==> src/sv/wakeup_timer_table_macros.svh <==
// Assertion macros used by the wake-up timer table top level.
`ifndef WAKEUP_TIMER_TABLE_MACROS_SVH
`define WAKEUP_TIMER_TABLE_MACROS_SVH

// Check a property every clock edge outside reset.
`define WTT_ASSERT(label, clk, rst, prop, msg) \
   label: assert property (@(posedge clk) disable iff (rst) (prop)) else $error(msg);

// Check that a condition in one cycle implies another in the next.
`define WTT_ASSERT_NEXT(label, clk, rst, cond, nxt, msg) \
   label: assert property (@(posedge clk) disable iff (rst) (cond) |=> (nxt)) else $error(msg);

`endif

==> src/sv/wtt_pkg.sv <==
// Types and codes shared by the wake-up timer table modules.
package wtt_pkg;

   localparam logic [1:0] MODE_SET     = 2'd0;
   localparam logic [1:0] MODE_CLEAR   = 2'd1;
   localparam logic [1:0] MODE_REFRESH = 2'd2;

   typedef struct packed {
      logic [1:0]  mode;
      logic [7:0]  owner_id;
      logic [15:0] ticks;
      logic [15:0] elapsed;
   } req_type;

   typedef struct packed {
      logic        next_valid;
      logic [7:0]  next_thread;
      logic [15:0] next_time;
      logic        table_full;
   } rsp_type;

   // Running state handed from one slot cell to the next.
   typedef struct packed {
      logic        active;
      logic        found;
      logic [15:0] best_time;
      logic [7:0]  best_thread;
      logic        placed;
      logic        full;
   } carry_type;

endpackage

==> src/sv/wakeup_timer_table.sv <==
// Top level of the wake-up timer table: a chain of slot cells and the request sequencer.
//
// Wake-up timer table. Pulse start while busy is low to hand in one item (set, clear or
// refresh); busy rises at once and stays high until the result item goes out. Each
// item walks the chain of SLOTS slot cells, one cell per cycle, with the running
// earliest deadline and the set placement handed from cell to cell. The result item
// shows on rsp_item for exactly one cycle with rsp_valid high, registered once the token
// has left the last slot cell; busy falls on that same edge, so the block takes no new item
// until the result goes out. The receiver cannot stall: capture rsp_item whenever rsp_valid is
// high. Clear and the unused mode walk the chain too and report the stored earliest
// deadline unchanged.
`include "wakeup_timer_table_macros.svh"

module wakeup_timer_table #(
   parameter int SLOTS = 4
) (
   input  logic              clock,
   input  logic              reset,
   input  logic              start,
   output logic              busy,
   input  wtt_pkg::req_type  req_item,
   output logic              rsp_valid,
   output wtt_pkg::rsp_type  rsp_item
);

   wtt_pkg::req_type   cmd_ff, cmd_in;
   logic               busy_ff, busy_in;
   logic               launch_ff, launch_in;
   logic               rsp_valid_ff, rsp_valid_in;
   wtt_pkg::rsp_type   rsp_item_ff, rsp_item_in;
   logic               earliest_valid_ff, earliest_valid_in;
   logic [7:0]         earliest_thread_ff, earliest_thread_in;
   logic [15:0]        earliest_time_ff, earliest_time_in;
   wtt_pkg::carry_type chain [SLOTS+1];
   logic [SLOTS:0]     active_vec;
   logic               accept;
   logic               done;
   logic               refreshed;
   wtt_pkg::carry_type tail;

   assign accept = start && !busy_ff;

   // Seed the chain: only the token is set, no minimum found, nothing placed yet.
   always_comb begin
      chain[0]        = '0;
      chain[0].active = launch_ff;
   end

   for (genvar i = 0; i < SLOTS; i++) begin : g_cell
      wtt_cell u_cell (
         .clock     (clock),
         .reset     (reset),
         .cmd       (cmd_ff),
         .is_last   ((i == SLOTS - 1) ? 1'b1 : 1'b0),
         .carry_in  (chain[i]),
         .carry_out (chain[i+1])
      );
   end

   for (genvar i = 0; i <= SLOTS; i++) begin : g_active
      assign active_vec[i] = chain[i].active;
   end

   assign tail      = chain[SLOTS];
   assign done      = tail.active;
   assign refreshed = (cmd_ff.mode == wtt_pkg::MODE_SET) ||
                      (cmd_ff.mode == wtt_pkg::MODE_REFRESH);

   always_comb begin
      cmd_in             = cmd_ff;
      busy_in            = busy_ff;
      launch_in          = 1'b0;
      rsp_valid_in       = 1'b0;
      rsp_item_in        = rsp_item_ff;
      earliest_valid_in  = earliest_valid_ff;
      earliest_thread_in = earliest_thread_ff;
      earliest_time_in   = earliest_time_ff;
      if (accept) begin
         // hold the item for the whole walk and launch the token
         cmd_in    = req_item;
         busy_in   = 1'b1;
         launch_in = 1'b1;
      end
      if (done) begin
         busy_in      = 1'b0;
         rsp_valid_in = 1'b1;
         if (refreshed) begin
            // drop to zeros when no slot is left pending
            earliest_valid_in  = tail.found;
            earliest_thread_in = tail.found ? tail.best_thread : 8'd0;
            earliest_time_in   = tail.found ? tail.best_time : 16'd0;
         end
         rsp_item_in.next_valid  = earliest_valid_in;
         rsp_item_in.next_thread = earliest_thread_in;
         rsp_item_in.next_time   = earliest_time_in;
         rsp_item_in.table_full  = (cmd_ff.mode == wtt_pkg::MODE_SET) && tail.full;
      end
   end

   always_ff @(posedge clock) begin
      if (reset) begin
         busy_ff            <= 1'b0;
         launch_ff          <= 1'b0;
         rsp_valid_ff       <= 1'b0;
         earliest_valid_ff  <= 1'b0;
         earliest_thread_ff <= '0;
         earliest_time_ff   <= '0;
      end else begin
         busy_ff            <= busy_in;
         launch_ff          <= launch_in;
         rsp_valid_ff       <= rsp_valid_in;
         earliest_valid_ff  <= earliest_valid_in;
         earliest_thread_ff <= earliest_thread_in;
         earliest_time_ff   <= earliest_time_in;
      end
   end

   always_ff @(posedge clock) begin
      cmd_ff      <= cmd_in;
      rsp_item_ff <= rsp_item_in;
   end

   assign busy      = busy_ff;
   assign rsp_valid = rsp_valid_ff;
   assign rsp_item  = rsp_item_ff;

   // At most one token walks the chain.
   `WTT_ASSERT(a_one_token, clock, reset, $onehot0(active_vec), "more than one token in chain")
   // An accepted item makes the block busy.
   `WTT_ASSERT_NEXT(a_accept_busy, clock, reset, accept, busy_ff, "accept did not raise busy")
   // A result goes out only as the walk finishes, with busy already dropped.
   `WTT_ASSERT(a_rsp_idle, clock, reset, !rsp_valid_ff || !busy_ff, "result while busy")
   // A token in the chain means an item is in flight.
   `WTT_ASSERT(a_token_busy, clock, reset, !(|active_vec) || busy_ff, "token while idle")

endmodule

==> src/sv/wtt_cell.sv <==
// One timer slot cell: holds a slot and updates the running minimum passing through.
module wtt_cell (
   input  logic                clock,
   input  logic                reset,
   input  wtt_pkg::req_type    cmd,
   input  logic                is_last,
   input  wtt_pkg::carry_type  carry_in,
   output wtt_pkg::carry_type  carry_out
);

   logic               used_ff,   used_in;
   logic [15:0]        remain_ff, remain_in;
   logic [7:0]         thread_ff, thread_in;
   wtt_pkg::carry_type carry_ff,  carry_in_next;
   logic               write_slot;
   logic [16:0]        diff;
   logic               do_refresh;

   always_comb begin
      used_in       = used_ff;
      remain_in     = remain_ff;
      thread_in     = thread_ff;
      carry_in_next = carry_in;
      write_slot    = 1'b0;
      do_refresh    = (cmd.mode == wtt_pkg::MODE_SET) || (cmd.mode == wtt_pkg::MODE_REFRESH);
      diff          = {1'b0, remain_ff} - {1'b0, cmd.elapsed};
      if (carry_in.active) begin
         if (cmd.mode == wtt_pkg::MODE_SET && !carry_in.placed) begin
            // take the first free slot; the last slot takes it anyway
            write_slot = !used_ff || is_last;
            if (write_slot) begin
               used_in              = 1'b1;
               remain_in            = cmd.ticks;
               thread_in            = cmd.owner_id;
               carry_in_next.placed = 1'b1;
               carry_in_next.full   = carry_in.full | used_ff;
            end
         end
         if (cmd.mode == wtt_pkg::MODE_CLEAR && thread_ff == cmd.owner_id) begin
            used_in = 1'b0;
         end
         if (do_refresh && used_in) begin
            diff = {1'b0, remain_in} - {1'b0, cmd.elapsed};
            if (diff[16]) begin
               used_in   = 1'b0;
               remain_in = diff[15:0];
            end else begin
               remain_in = diff[15:0];
               if (!carry_in.found || diff[15:0] < carry_in.best_time ||
                   (diff[15:0] == carry_in.best_time && thread_in < carry_in.best_thread)) begin
                  carry_in_next.found       = 1'b1;
                  carry_in_next.best_time   = diff[15:0];
                  carry_in_next.best_thread = thread_in;
               end
            end
         end
      end
   end

   always_ff @(posedge clock) begin
      if (reset) begin
         used_ff   <= 1'b0;
         remain_ff <= '0;
         thread_ff <= '0;
         carry_ff  <= '0;
      end else begin
         used_ff   <= used_in;
         remain_ff <= remain_in;
         thread_ff <= thread_in;
         carry_ff  <= carry_in_next;
      end
   end

   assign carry_out = carry_ff;

endmodule
==> config.mk <==
export PLATFORM = sky130hd
export DESIGN_NAME = wakeup_timer_table
export DESIGN_NICKNAME = d
export VERILOG_FILES = /design/src/sv/wtt_pkg.sv /design/src/sv/wakeup_timer_table.sv /design/src/sv/wtt_cell.sv
export VERILOG_INCLUDE_DIRS = /design/src /design/src/sv
export SDC_FILE = /design/constraint.sdc
export NUM_CORES = 1
export LEC_CHECK = 0
export BUFFER_PORTS_ARGS = -buffer_cell sky130_fd_sc_hd__buf_2
export CORE_MARGIN = 1
export CORE_UTILIZATION = 30
export DETAILED_ROUTE_END_ITERATION = 12
export HOLD_SLACK_MARGIN = 0.15
export REMOVE_ABC_BUFFERS = 1
export SLEW_MARGIN = 0
export SYNTH_ARGS = -nofsm -noshare
export SYNTH_HDL_FRONTEND = slang
export SYNTH_SLANG_ARGS = --single-unit
==> constraint.sdc <==
create_clock -name clock -period 7.5 [get_ports clock]
set_input_delay 0.375 -clock clock [delete_from_list [all_inputs] [get_ports clock]]
set_output_delay 0.375 -clock clock [all_outputs]
set_load 0.01 [all_outputs]
==> results.yml, run 1 <==
floorplan:
  initial_utilization: 0.306
  core_um2: 56700
  die_area_um2: 58800
  rows: 87
  die_x_um: 242
  io_pins: 73
  die_y_um: 242
cts:
  clock_path_buffers: 3
  cts_sinks: 304
  post-cts-setup-buffers: 0
  post_cts_resized: 0
  insertion_delay_ns: 0.55
  cts_tree: "done"
  numCtsBuffers: 37
  clkTransAtPathRegs_ns: 0.06
  clock_tree.root_cell: "clkbuf_16"
  htree_num_levels: 2
layout:
  multi_input_area_um2: 9750
  fill_cells: 5719
  area.sequential_um2: 6770
  drive_gt1_frac: 0.122
  fin_nets: 2135
  finalInstanceArea_um2: 20000
  syn2layout_area_growth_pct: 15.4
detailed_routing:
  num_vias: 13900
  wirelength_um: 47300
  wl_met1_um: 22600
  route.detailed.drc: 0
  wl_met2_um: 21100
  vias_per_cell: 5.07
  detail-route-antenna-nets: 0
  drt_first_pass_iters: 5
  drt-wirelength-per-cell_um: 17.3
  route.met3.wl_um: 2060
  drt_iter0_drc: 904
  top_layer: "met4"
power_and_ir_drop:
  power_density_nw_per_um2: 208
  p_int_mw: 3.02
  p_leak_nw: 7.74
  net-switching-power_mw: 1.14
  finalPower_mw: 4.16
  switching_share: 0.274
  combPwrFrac: 0.167
  seqPwrFrac: 0.418
  pwr-share-clk: 0.416
  vdd.ir_drop.worst_v: 0.000159
synthesis:
  synth_edf_count: 68
  synth.top_cell.area_share: 0.273
  yosys-top-cells-area: "dfxtp_1 (27%), edfxtp_1 (12%), ha_1 (9.6%)"
  yosys_warnings: 0
  synthTopCellsByCount: "dfxtp_1 (236), nor2_1 (217), ha_1 (133)"
  synth_area_per_cell_um2: 9.22
  yosysSeqAreaShare: 0.390
  synth_cells: 1880
  synth_ff_type: "dfxtp_1"
  netlist_area_um2: 17300
  synthArstFlopShare: 0
  yosysMostFrequentCell: "dfxtp_1"
  synth_seq_cells: 304
  synth_top_area_cell: "dfxtp_1"
  yosysUniqueCellTypes: 77
grt:
  grt_overflow_total: 0
  grt_max_degree: 65
  grtUsageTotal: 0.159
  antenna_found_initial: 2
  grt_pass1_vias: 13600
  grt_pass1_wl_um: 74800
min_path:
  min_path_type: "in -> reg"
  hold_path.startpoint: "reset"
timing:
  slew_headroom: 0.228
  whs_ns: 0.223
  clock.fmax_mhz: 154
  tightest_slew_ns: 1.16
  min_period_ns: 6.49
  setup_viol: 0
  fin_crit_sh: 0.865
  hold_violations: 0
  drv_slew: 0
  rsz0062_at_grt: "no"
  finClkSkew_ns: 0.0165
status:
  status: "finished, final reports clean"
place:
  gp_congestion: 0.876
  placed_cell_area_um2: 18400
  hpwl_um: 35300
  numPortBuffers: 72
setup_path:
  critPathMaxFanout: 30
  cp.required_ns: 7.91
  cp.arrival_ns: 6.90
  critPathKind: "reg -> reg"
  crit_start: "cmd_ff[41]"
  worstSetupEndpointType: "flop"
  reg2reg_from: "cmd_ff[41]"
  critPathLaunchType: "flop"
job:
  max-cap-violations: 0
## what timing repair did
item | 4_1_cts | 5_1_grt
endpoints found under the setup margin | 0 | 0
hold buffers | 43 | 0
hold endpoints to repair | 43 | 0
## cells by family after synthesis
family,synth area share
AO/OA/AOI/OAI,0.157
multiplexers,0.121
AND/OR/NAND/NOR,0.145
buffers and inverters,0.0494
flip-flops,0.390
adder cells (fa/ha/maj),0.101
XOR/XNOR,0.0364
## routing by layer
layer  track usage  vias to the layer above
met5             0                        -
met4        0.0598                        0
met3        0.0217                       88
met2         0.258                      344
met1         0.214                     6571
li1              -                     6869
## power groups by stage
stage          clock (mW)  combinational [mW]  sequential, mW
2_1_floorplan           0               0.470            1.76
3_5_place_dp            0               0.671            1.77
4_1_cts              1.79               0.692            1.74
3_3_place_gp            0               0.657            1.77
5_1_grt              1.85               0.772            1.74
6_report             1.73               0.693            1.74
## cell usage in the layout (no fill, tap or decap), types with 20 or more instances in the layout
master / Yosys / routed
dfxtp_1: 236 / 235
nor2_1: 217 / 216
ha_1: 133 / 133
nand2_1: 126 / 126
a21oi_1: 123 / 123
mux2i_1: 121 / 121
inv_1: 115 / 115
mux2_2: 79 / 79
buf_2: 7 / 71
edfxtp_1: 68 / 68
xnor2_1: 45 / 45
nor3_1: 44 / 44
o21ai_0: 44 / 43
dlygate4sd3_1: 0 / 43
clkbuf_16: 0 / 39
nand3_1: 36 / 36
a211oi_1: 36 / 36
nand2b_1: 28 / 28
xor2_1: 27 / 27
o211ai_1: 24 / 24
a22o_1: 23 / 23
o21a_1: 23 / 23
a311oi_1: 23 / 23
buf_4: 2 / 21
nor2b_1: 22 / 20
## worst max-delay path: stages (launching register included)
cell,delay (ns)
edfxtp_1,0.61
nor4_4,0.68
buf_4,0.38
mux2_2,0.38
ha_1,0.43
and3_1,0.25
a221oi_1,0.37
o311ai_0,0.18
a311o_1,0.41
ha_1,0.32
nand4_1,0.12
nor4_1,0.41
a211oi_1,0.14
a41oi_1,0.19
a211o_1,0.93
buf_4,0.28
mux2i_1,0.18
nor2_1,0.06
## flip-flops by register name, summed over array words and instances (netlist names)
register                 flops
earliest_time_ff            16
launch_ff                    1
earliest_thread_ff           8
rsp_valid                    1
busy                         1
earliest_valid_ff            1
g_cell.u_cell.remain_ff     64
g_cell.u_cell.carry_out    108
cmd_ff                      42
g_cell.u_cell.used_ff        4
g_cell.u_cell.thread_ff     32
rsp_item                    26
## final timing paths
kind	to	slack (ns)	cells past startpoint
worst min-delay path	g_cell[1].u_cell.remain_ff[12]	0.22	2
worst min register to register	g_cell[0].u_cell.remain_ff[0]	0.46	2
worst max-delay path	g_cell[2].u_cell.carry_out[10]	1.01	17
worst max register to register	g_cell[2].u_cell.carry_out[10]	1.01	17
## through the flow
stage | util | std cells | setup TNS [ns] | setup slack (ns)
2_1_floorplan | - | 1778 | -5.30 | -0.330
3_3_place_gp | 0.325 | 2627 | 0 | 1.19
3_5_place_dp | 0.325 | 2627 | 0 | 1.01
4_1_cts | 0.353 | 2737 | 0 | 1.00
5_1_grt | 0.353 | 2737 | 0 | 0.439
6_report | 0.353 | 2738 | 0 | 1.01
## layout make-up
class | count | area share
Multi-Input combinational cell | 1358 | 0.487
Clock buffer | 59 | 0.0530
Clock inverter | 8 | 0.00469
Timing Repair Buffer | 136 | 0.0477
Sequential cell | 304 | 0.338
Antenna cell | 1 | 0.000125
Tap cell | 756 | 0.0473
Inverter | 116 | 0.0218
(Power assumes the default switching activity.)
==> run 2: changes to the inputs <==
--- a/config.mk
+++ b/config.mk
@@ -7,10 +7,13 @@
 export NUM_CORES = 1
 export LEC_CHECK = 0
 export BUFFER_PORTS_ARGS = -buffer_cell sky130_fd_sc_hd__buf_2
+export CELL_PAD_IN_SITES_DETAIL_PLACEMENT = 0
+export CELL_PAD_IN_SITES_GLOBAL_PLACEMENT = 1
 export CORE_MARGIN = 1
 export CORE_UTILIZATION = 30
 export DETAILED_ROUTE_END_ITERATION = 12
 export HOLD_SLACK_MARGIN = 0.15
+export PLACE_DENSITY_LB_ADDON = 0.1
 export REMOVE_ABC_BUFFERS = 1
 export SLEW_MARGIN = 0
 export SYNTH_ARGS = -nofsm -noshare
==> results.yml, run 2 (synthesized netlist as in run 1, its figures left out) <==
timing:
  drv_slew: 0
  fin_crit_sh: 0.885
  whs_ns: 0.227
  tightest_slew_ns: 1.13
  timing.final.ws_setup_ns: 0.862
  setup_tns_ns: 0
  slew_headroom: 0.245
  rsz0062_at_grt: "no"
  setup_viol: 0
  min_period_ns: 6.64
  clock.fmax_mhz: 151
  finClkSkew_ns: 0.0338
  hold_violations: 0
min_path:
  min_path_type: "in -> reg"
  min_path_cells: 2
  hold_path.startpoint: "reset"
  min_to: "g_cell[1].u_cell.remain_ff[2]"
setup_path:
  reg2reg_from: "cmd_ff[41]"
  path_cells: "nor4_4, buf_4, mux2_2, ha_1, and3_1, a221oi_1, o311ai_0, a311o_1, ha_1, nand4_1, nor4_1, a211oi_1, a41oi_1, a211o_1, buf_4, mux2i_1, nor2_1"
  max_stage_delay_ns: 0.73
  cp.arrival_ns: 7.03
  r2r-end: "g_cell[2].u_cell.carry_out[21]"
  reg2reg_slack_ns: 0.86
  ff2ff_path_depth: 17
  cp.buffers_inverters: 2
  critPathMaxFanout: 19
  critPathLaunchType: "flop"
  crit_family: "compound AO/OA/AOI/OAI gates"
  critPathKind: "reg -> reg"
  cp.required_ns: 7.89
  worstSetupEndpointType: "flop"
  crit_path_top_delay_cell: "nor4_4"
cts:
  clkTransAtPathRegs_ns: 0.06
  insertion_delay_ns: 0.58
  post-cts-setup-buffers: 0
  numCtsBuffers: 39
  cts_tree: "done"
  htree_num_levels: 2
  clock_tree.root_cell: "clkbuf_16"
  clock_path_buffers: 3
  cts_sinks: 304
layout:
  largest_register_ffs: 108
  n_antenna_cell: 0
  syn2layout_area_growth_pct: 16.9
  final_util: 0.357
  fin_nets: 2142
  layout.cells.most_common_list: "dfxtp_1 (235), nor2_1 (216), ha_1 (133), nand2_1 (126), a21oi_1 (123)"
  layout.cells.non_filler: 2747
  final_common_cell: "dfxtp_1"
  drive_gt1_frac: 0.132
  finalInstanceArea_um2: 20300
power_and_ir_drop:
  power_density_nw_per_um2: 220
  finalPower_mw: 4.46
  vdd.ir_drop.worst_v: 0.000123
  p_leak_nw: 7.88
detailed_routing:
  route.detailed.drc: 0
  detail-route-antenna-nets: 0
  wirelength_um: 51800
  drt_first_pass_iters: 5
  vias_per_cell: 4.99
  drt_iter0_drc: 602
  drt-wirelength-per-cell_um: 18.8
  num_vias: 13700
grt:
  grtUsageTotal: 0.175
  antenna_found_initial: 2
  grt_max_degree: 80
  grt_overflow_total: 0
  grt_pass1_wl_um: 80100
  grt_pass1_vias: 13800
floorplan:
  die_area_um2: 58800
  io_pins: 73
  die_y_um: 242
  initial_utilization: 0.306
  rows: 87
  core_um2: 56700
  die_x_um: 242
place:
  numPortBuffers: 72
  hpwl_um: 38100
  gp_congestion: 0.840
  dp.cells: 2632
  dp_slack_ns: 0.668
  placed_cell_area_um2: 18500
status:
  status: "finished, final reports clean"
job:
  max-cap-violations: 0
==> run 2: power by group <==
part / switching, mW / leakage, nW / internal, mW
Clock: 0.775 / 0.667 / 1.25
Sequential: 0.0356 / 2.56 / 1.70
Combinational: 0.420 / 4.66 / 0.284
Total: 1.23 / 7.88 / 3.23
==> run 2: worst reg2reg max path, stage by stage, from the launching register on <==
cell,delay [ns]
edfxtp_1,0.61
nor4_4,0.73
buf_4,0.39
mux2_2,0.38
ha_1,0.43
and3_1,0.25
a221oi_1,0.35
o311ai_0,0.17
a311o_1,0.40
ha_1,0.32
nand4_1,0.13
nor4_1,0.61
a211oi_1,0.24
a41oi_1,0.22
a211o_1,0.57
buf_4,0.38
mux2i_1,0.25
nor2_1,0.06
==> run 2: worst max-delay path by stage <==
stage	from	to	depth (start not counted)
2_1_floorplan	cmd_ff[40]	g_cell[1].u_cell.carry_out[2]	17
3_3_place_gp	cmd_ff[41]	g_cell[2].u_cell.carry_out[14]	17
3_5_place_dp	cmd_ff[41]	g_cell[2].u_cell.carry_out[21]	17
4_1_cts	cmd_ff[41]	g_cell[2].u_cell.carry_out[21]	17
5_1_grt	cmd_ff[41]	g_cell[2].u_cell.carry_out[21]	17
6_report	cmd_ff[41]	g_cell[2].u_cell.carry_out[21]	17
==> run 2: cell type report <==
class                           count  area (µm²)
Inverter                          116         435
Sequential cell                   304        6770
Clock inverter                     25         332
Clock buffer                       47        1050
Multi-Input combinational cell   1358        9750
Tap cell                          756         946
Fill cell                        5727       36400
Timing Repair Buffer              141         992
==> run 2: metal layers <==
layer  GRT usage  wire [µm]
met1       0.239      25300
met2       0.287      23600
met3      0.0210       1590
met4      0.0547       1340
met5           0          0
==> run 2: what timing repair did <==
action,4_1_cts,5_1_grt
resized for setup,0,0
endpoints found under the hold margin,43,0
hold buffers,43,0
